### src/hw/rtl/xesc_pkg.sv
// ----------------------------------------------------------------------------
// XML escaper package
// Types, character codes and helpers shared by controller and datapath.
// ----------------------------------------------------------------------------
`timescale 1ns / 1ps
`default_nettype none

package xesc_pkg;

  localparam int CP_W     = 21;
  localparam int ITEM_N   = 4;
  localparam int HELD_N   = 3;
  localparam int DIG_N    = 7;
  localparam int PROD_W   = 2 * CP_W;
  localparam int RECIP_SH = 24;

  localparam logic [CP_W-1:0] RECIP = 21'h19999A;

  localparam logic [7:0] CH_AMP  = 8'h26;
  localparam logic [7:0] CH_LT   = 8'h3C;
  localparam logic [7:0] CH_GT   = 8'h3E;
  localparam logic [7:0] CH_APOS = 8'h27;
  localparam logic [7:0] CH_QUOT = 8'h22;
  localparam logic [7:0] CH_HASH = 8'h23;
  localparam logic [7:0] CH_SEMI = 8'h3B;
  localparam logic [7:0] CH_ZERO = 8'h30;

  localparam logic [7:0] MASK_2B  = 8'hE0;
  localparam logic [7:0] LEAD_2B  = 8'hC0;
  localparam logic [7:0] MASK_3B  = 8'hF0;
  localparam logic [7:0] LEAD_3B  = 8'hE0;
  localparam logic [7:0] MASK_4B  = 8'hF8;
  localparam logic [7:0] LEAD_4B  = 8'hF0;

  typedef enum logic [2:0] {
    SRC_PLAIN,
    SRC_AMP,
    SRC_HASH,
    SRC_DIGIT,
    SRC_SEMI
  } src_t;

  typedef struct packed {
    logic            is_ref;
    logic [CP_W-1:0] val;
  } item_t;

  typedef struct packed {
    logic load;
    logic conv_load;
    logic conv_step;
    logic push;
    src_t src;
    logic item_next;
  } cmd_t;

  typedef struct packed {
    logic build_empty;
    logic item_ref;
    logic item_last;
    logic conv_last;
    logic dig_last;
    logic slot_free;
  } sts_t;

  function automatic logic [2:0] seq_len(input logic [7:0] lead);
    logic [2:0] n;
    n = 3'd0;
    if ((lead & MASK_2B) == LEAD_2B) n = 3'd2;
    else if ((lead & MASK_3B) == LEAD_3B) n = 3'd3;
    else if ((lead & MASK_4B) == LEAD_4B) n = 3'd4;
    return n;
  endfunction

endpackage

`default_nettype wire

### src/hw/rtl/xesc_ctrl.sv
// ----------------------------------------------------------------------------
// XML escaper controller
// Sequences item dispatch, decimal conversion and byte emission.
// ----------------------------------------------------------------------------
`timescale 1ns / 1ps
`default_nettype none

module xesc_ctrl
  import xesc_pkg::*;
(
  input  wire logic clk,
  input  wire logic rst,
  input  wire logic s_valid,
  output logic      ready,
  input  wire sts_t sts,
  output cmd_t      cmd
);

  typedef enum logic [2:0] {
    S_IDLE,
    S_ITEM,
    S_CONV,
    S_AMP,
    S_HASH,
    S_DIGIT,
    S_SEMI
  } state_t;

  state_t state, state_next;

  assign ready = (state == S_IDLE);

  always_comb begin
    cmd        = '0;
    state_next = state;
    case (state)
      S_IDLE: begin
        if (s_valid) begin
          cmd.load = 1'b1;
          if (!sts.build_empty) state_next = S_ITEM;
        end
      end
      S_ITEM: begin
        if (sts.item_ref) begin
          cmd.conv_load = 1'b1;
          state_next    = S_CONV;
        end else if (sts.slot_free) begin
          cmd.push = 1'b1;
          cmd.src  = SRC_PLAIN;
          if (sts.item_last) state_next = S_IDLE;
          else cmd.item_next = 1'b1;
        end
      end
      S_CONV: begin
        cmd.conv_step = 1'b1;
        if (sts.conv_last) state_next = S_AMP;
      end
      S_AMP: begin
        if (sts.slot_free) begin
          cmd.push   = 1'b1;
          cmd.src    = SRC_AMP;
          state_next = S_HASH;
        end
      end
      S_HASH: begin
        if (sts.slot_free) begin
          cmd.push   = 1'b1;
          cmd.src    = SRC_HASH;
          state_next = S_DIGIT;
        end
      end
      S_DIGIT: begin
        if (sts.slot_free) begin
          cmd.push = 1'b1;
          cmd.src  = SRC_DIGIT;
          if (sts.dig_last) state_next = S_SEMI;
        end
      end
      S_SEMI: begin
        if (sts.slot_free) begin
          cmd.push = 1'b1;
          cmd.src  = SRC_SEMI;
          if (sts.item_last) begin
            state_next = S_IDLE;
          end else begin
            cmd.item_next = 1'b1;
            state_next    = S_ITEM;
          end
        end
      end
      default: state_next = S_IDLE;
    endcase
  end

  always_ff @(posedge clk) begin
    if (rst) begin
      state <= S_IDLE;
    end else begin
      state <= state_next;
    end
  end

endmodule

`default_nettype wire

### config.mk
export PLATFORM = sky130hd
export DESIGN_NAME = xesc_ctrl
export DESIGN_NICKNAME = d
export VERILOG_FILES = /design/src/hw/rtl/xesc_pkg.sv /design/src/hw/rtl/xesc_ctrl.sv
export SDC_FILE = /design/constraint.sdc
export NUM_CORES = 1
export LEC_CHECK = 0
export BUFFER_PORTS_ARGS = -buffer_cell sky130_fd_sc_hd__buf_2
export CELL_PAD_IN_SITES_DETAIL_PLACEMENT = 0
export CELL_PAD_IN_SITES_GLOBAL_PLACEMENT = 2
export CORE_MARGIN = 2
export CORE_UTILIZATION = 18
export DETAILED_ROUTE_END_ITERATION = 10
export PLACE_DENSITY_LB_ADDON = 0.1
export SYNTH_ARGS = -nofsm -noshare
export SYNTH_HDL_FRONTEND = slang
export SYNTH_SLANG_ARGS = --single-unit
### constraint.sdc
create_clock -name clk -period 1.5 [get_ports clk]
set_input_delay 0.15 -clock clk [delete_from_list [all_inputs] [get_ports clk]]
set_output_delay 0.15 -clock clk [all_outputs]
set_load 0.02 [all_outputs]
==> run_results.csv <==
group,metric,value,unit
yosys,ys_top_cells_by_area,"dfxtp_1 (18%), nor2_1 (6.9%), nor3b_1 (6.9%)",
run_status,status,"complete, no violations",
clock_tree,clk_pin_slew,40,ps
final_layout,final_layout_size_suffix_gt1_frac,0.5417,
clock_tree,cts-root-buf,"clkbuf_4",
grt,first_global_vias,380,
yosys,syn_nets,55,
critical_path,cp-start-kind,"flip-flop",
die,start_util,0.1905,
sta,period_share,0.9628,
final_layout,fill_cells,200,
routing,drt_iter0_markers,6,
die,row_count,15,
job,max_cap_violations,0,
critical_path,critPathMaxStageDelay,330,ps
yosys,ys_seq_area_frac,0.1846,
yosys,avgSynthCellArea,7.072,um^2
final_layout,largest_register_ffs,3,
clock_tree,clock-sinks,3,
yosys,yosys.cell_types.count,29,
yosys,yosysTopAreaCellShare,0.1846,
placed_design,dpl.cell_count,91,
sta,rsz0062_at_grt,"no",
final_layout,final_nets,82,
clock_tree,cts_tree,"yes",
clock_tree,clk_latency,240,ps
yosys,synth_cells,46,
clock_tree,clock_path_buffers,2,
routing,drcViolationCount,0,
critical_path,path_class,"flip-flop to primary output",
final_layout,utilization,0.3275,
die,ios,18,
yosys,netlist_area,325.3,um^2
die,die_width,46.51,um
placed_design,dp.final_hpwl,763.3,um
critical_path,crit_arrival,1290,ps
pwr,ir_drop,0.1984,mV
critical_path,crit_buf_inv,3,
yosys,yosys_register_bits,3,
critical_path,endpoint_kind,"primary output",
clock_tree,numCtsBuffers,3,
critical_path,path_max_fanout,5,
final_layout,reg_top3,"state x3",
final_layout,regMostFlops,"state",
sta,hold_viol,0,
routing,antenna_left,0,
final_layout,area_growth_syn_to_layout,71.92,%
routing,dr.pass1.iters,4,
die,core_area,1708,um^2
final_layout,fin_area,559.3,um^2
critical_path,required,1350,ps
critical_path,worstPathCellList,"buf_6 > buf_4 > nor3_4 > and2_1 > buf_2",
routing,viasPerCell,4.340,
routing,wl_per_cell,10.62,um
grt,grt.total_usage,0.1050,
placed_design,routabilityCongestion,0.6829,
routing,routed_wl,1.030,mm
pwr,p_per_area,574.1,nW/um^2
yosys,synth_top_area_cell,"dfxtp_1",
sta,max_freq,0.6924,GHz
grt,antenna_found_initial,0,
final_layout,finalNonFillerCells,97,
pwr,total_power,0.3211,mW
placed_design,place_area,481.7,um^2
grt,grt_max_degree,12,
sta,tightest_slew,340.1,ps
pwr,cellLeakagePower,0.2589,nW
yosys,yosysWarnings,0,
sta,slew_headroom,0.7704,
sta,setup_tns,0,ps
placed_design,io_buffers,17,
final_layout,antenna-diode-count,0,
hold_path,hp-class,"primary input to flip-flop",
sta,slew_viol_final,0,
clock_tree,cts_max_level,1,
grt,grt_pass1_wl,1.607,mm
sta,clock-skew-final,5.372,ps
die,die_h,46.51,um
critical_path,cp_slowest_cell,"dfxtp_2",
die,dieArea,2163,um^2
sta,min_period,1444,ps
critical_path,cpLargestDelayFamily,"buffers and inverters",
grt,overflow,0,
routing,num_vias,421,
sta,final-setup-viol-count,0,
layout by cell type, fill, tap and decap left out:
cell and count:
and3_4 1, clkbuf_4 3, a31o_2 1, buf_6 1
nor2_1 6, buf_2 16, nand2b_4 1, nor3_4 1
and2_1 2, nor3b_2 2, o21ai_0 2, nor2b_1 1
nand2_1 4, a32oi_1 1, buf_12 1, and3_1 1
a211oi_1 1, o21ai_1 1, inv_1 1, o31ai_1 1
a221oi_1 1, o311ai_0 1, o32a_1 1, nor3b_1 1
o211ai_1 1, a21oi_1 2, clkbuf_1 1, nand3_1 1
buf_4 8, or4_1 1, nand2b_1 1, xor2_1 1
dfxtp_2 2, dfxtp_4 1, inv_2 1
logic make-up after synthesis:
kind of cell              count (synthesis)  share of synthesized area
and+or+nand+nor                          23                     0.4115
DFF                                       3                     0.1846
buffers and inverters                     6                    0.09231
AOI/OAI and AO/OA                        13                     0.2846
xor gates and xnor gates                  1                    0.02693
Yosys cell counts, drive strengths merged:
cell,number
o32a,1
buf,2
clkbuf,2
o211ai,1
nand3,1
inv,2
a21oi,2
o31ai,1
o311ai,1
nor3b,3
nor2,6
and3,2
a32oi,1
and2,2
nand2,4
dfxtp,3
a211oi,1
a31o,1
nand2b,2
o21ai,3
nor3,1
a221oi,1
or4,1
nor2b,1
xor2,1
where the power goes:
| group | switching, mW | internal (mW) |
|---|---|---|
| logic | 0.0447 | 0.0424 |
| clock network | 0.0464 | 0.100 |
| registers | 0.00486 | 0.0827 |
| total | 0.0960 | 0.225 |
layer usage:
layer / GRT usage / routed length [um]
met3: 0.02745 / 62
met5: 0 / 0
met4: 0.06857 / 17
met1: 0.1319 / 486
met2: 0.1556 / 464
final cells by class:
cell class                 count  area, um^2  share of cell area
multi-input combinational     37       256.5              0.4586
timing repair buffer          26       171.4              0.3065
sequential                     3       66.31              0.1186
tap                           25       31.28             0.05593
clock buffer                   4       26.28             0.04698
inverter                       2       7.507             0.01342
stage by stage:
stage,hold WS (ps),worst slack [ps]
floorplan,219.1,-5.034
global placement,371.8,57.05
detailed placement,363.6,29.80
CTS,109.3,5.835
global route,114.0,8.146
finish,113.2,55.79
final timing paths:
check                        startpoint                     to  slack [ps]  cells past startpoint
setup / recovery  state[2]$_SDFFE_PP0P_                 cmd[7]          60                      5
setup reg to reg  state[1]$_SDFFE_PP0P_  state[0]$_SDFFE_PP0P_          90                      5
hold reg to reg   state[2]$_SDFFE_PP0P_  state[2]$_SDFFE_PP0P_         650                      3
hold / removal                      rst  state[2]$_SDFFE_PP0P_         110                      2
worst register-to-register path: cells and delay by family, from the launching register on:
family,cells,cell delay (ps)
buffers and inverters,1,180
AND/OR/NAND/NOR,2,610
AO/OA/AOI/OAI,2,190
flip-flops,1,340
timing repair:
action / 4_1_cts / 5_1_grt
hold buffers: 0 / 0
setup buffers: 0 / 2
endpoints found under the setup margin: 1 / 2
hold endpoints to repair: 0 / 0
pin swaps: 0 / 1
resized for setup: 4 / 5
No activity file was read; power rests on OpenSTA's default activity.
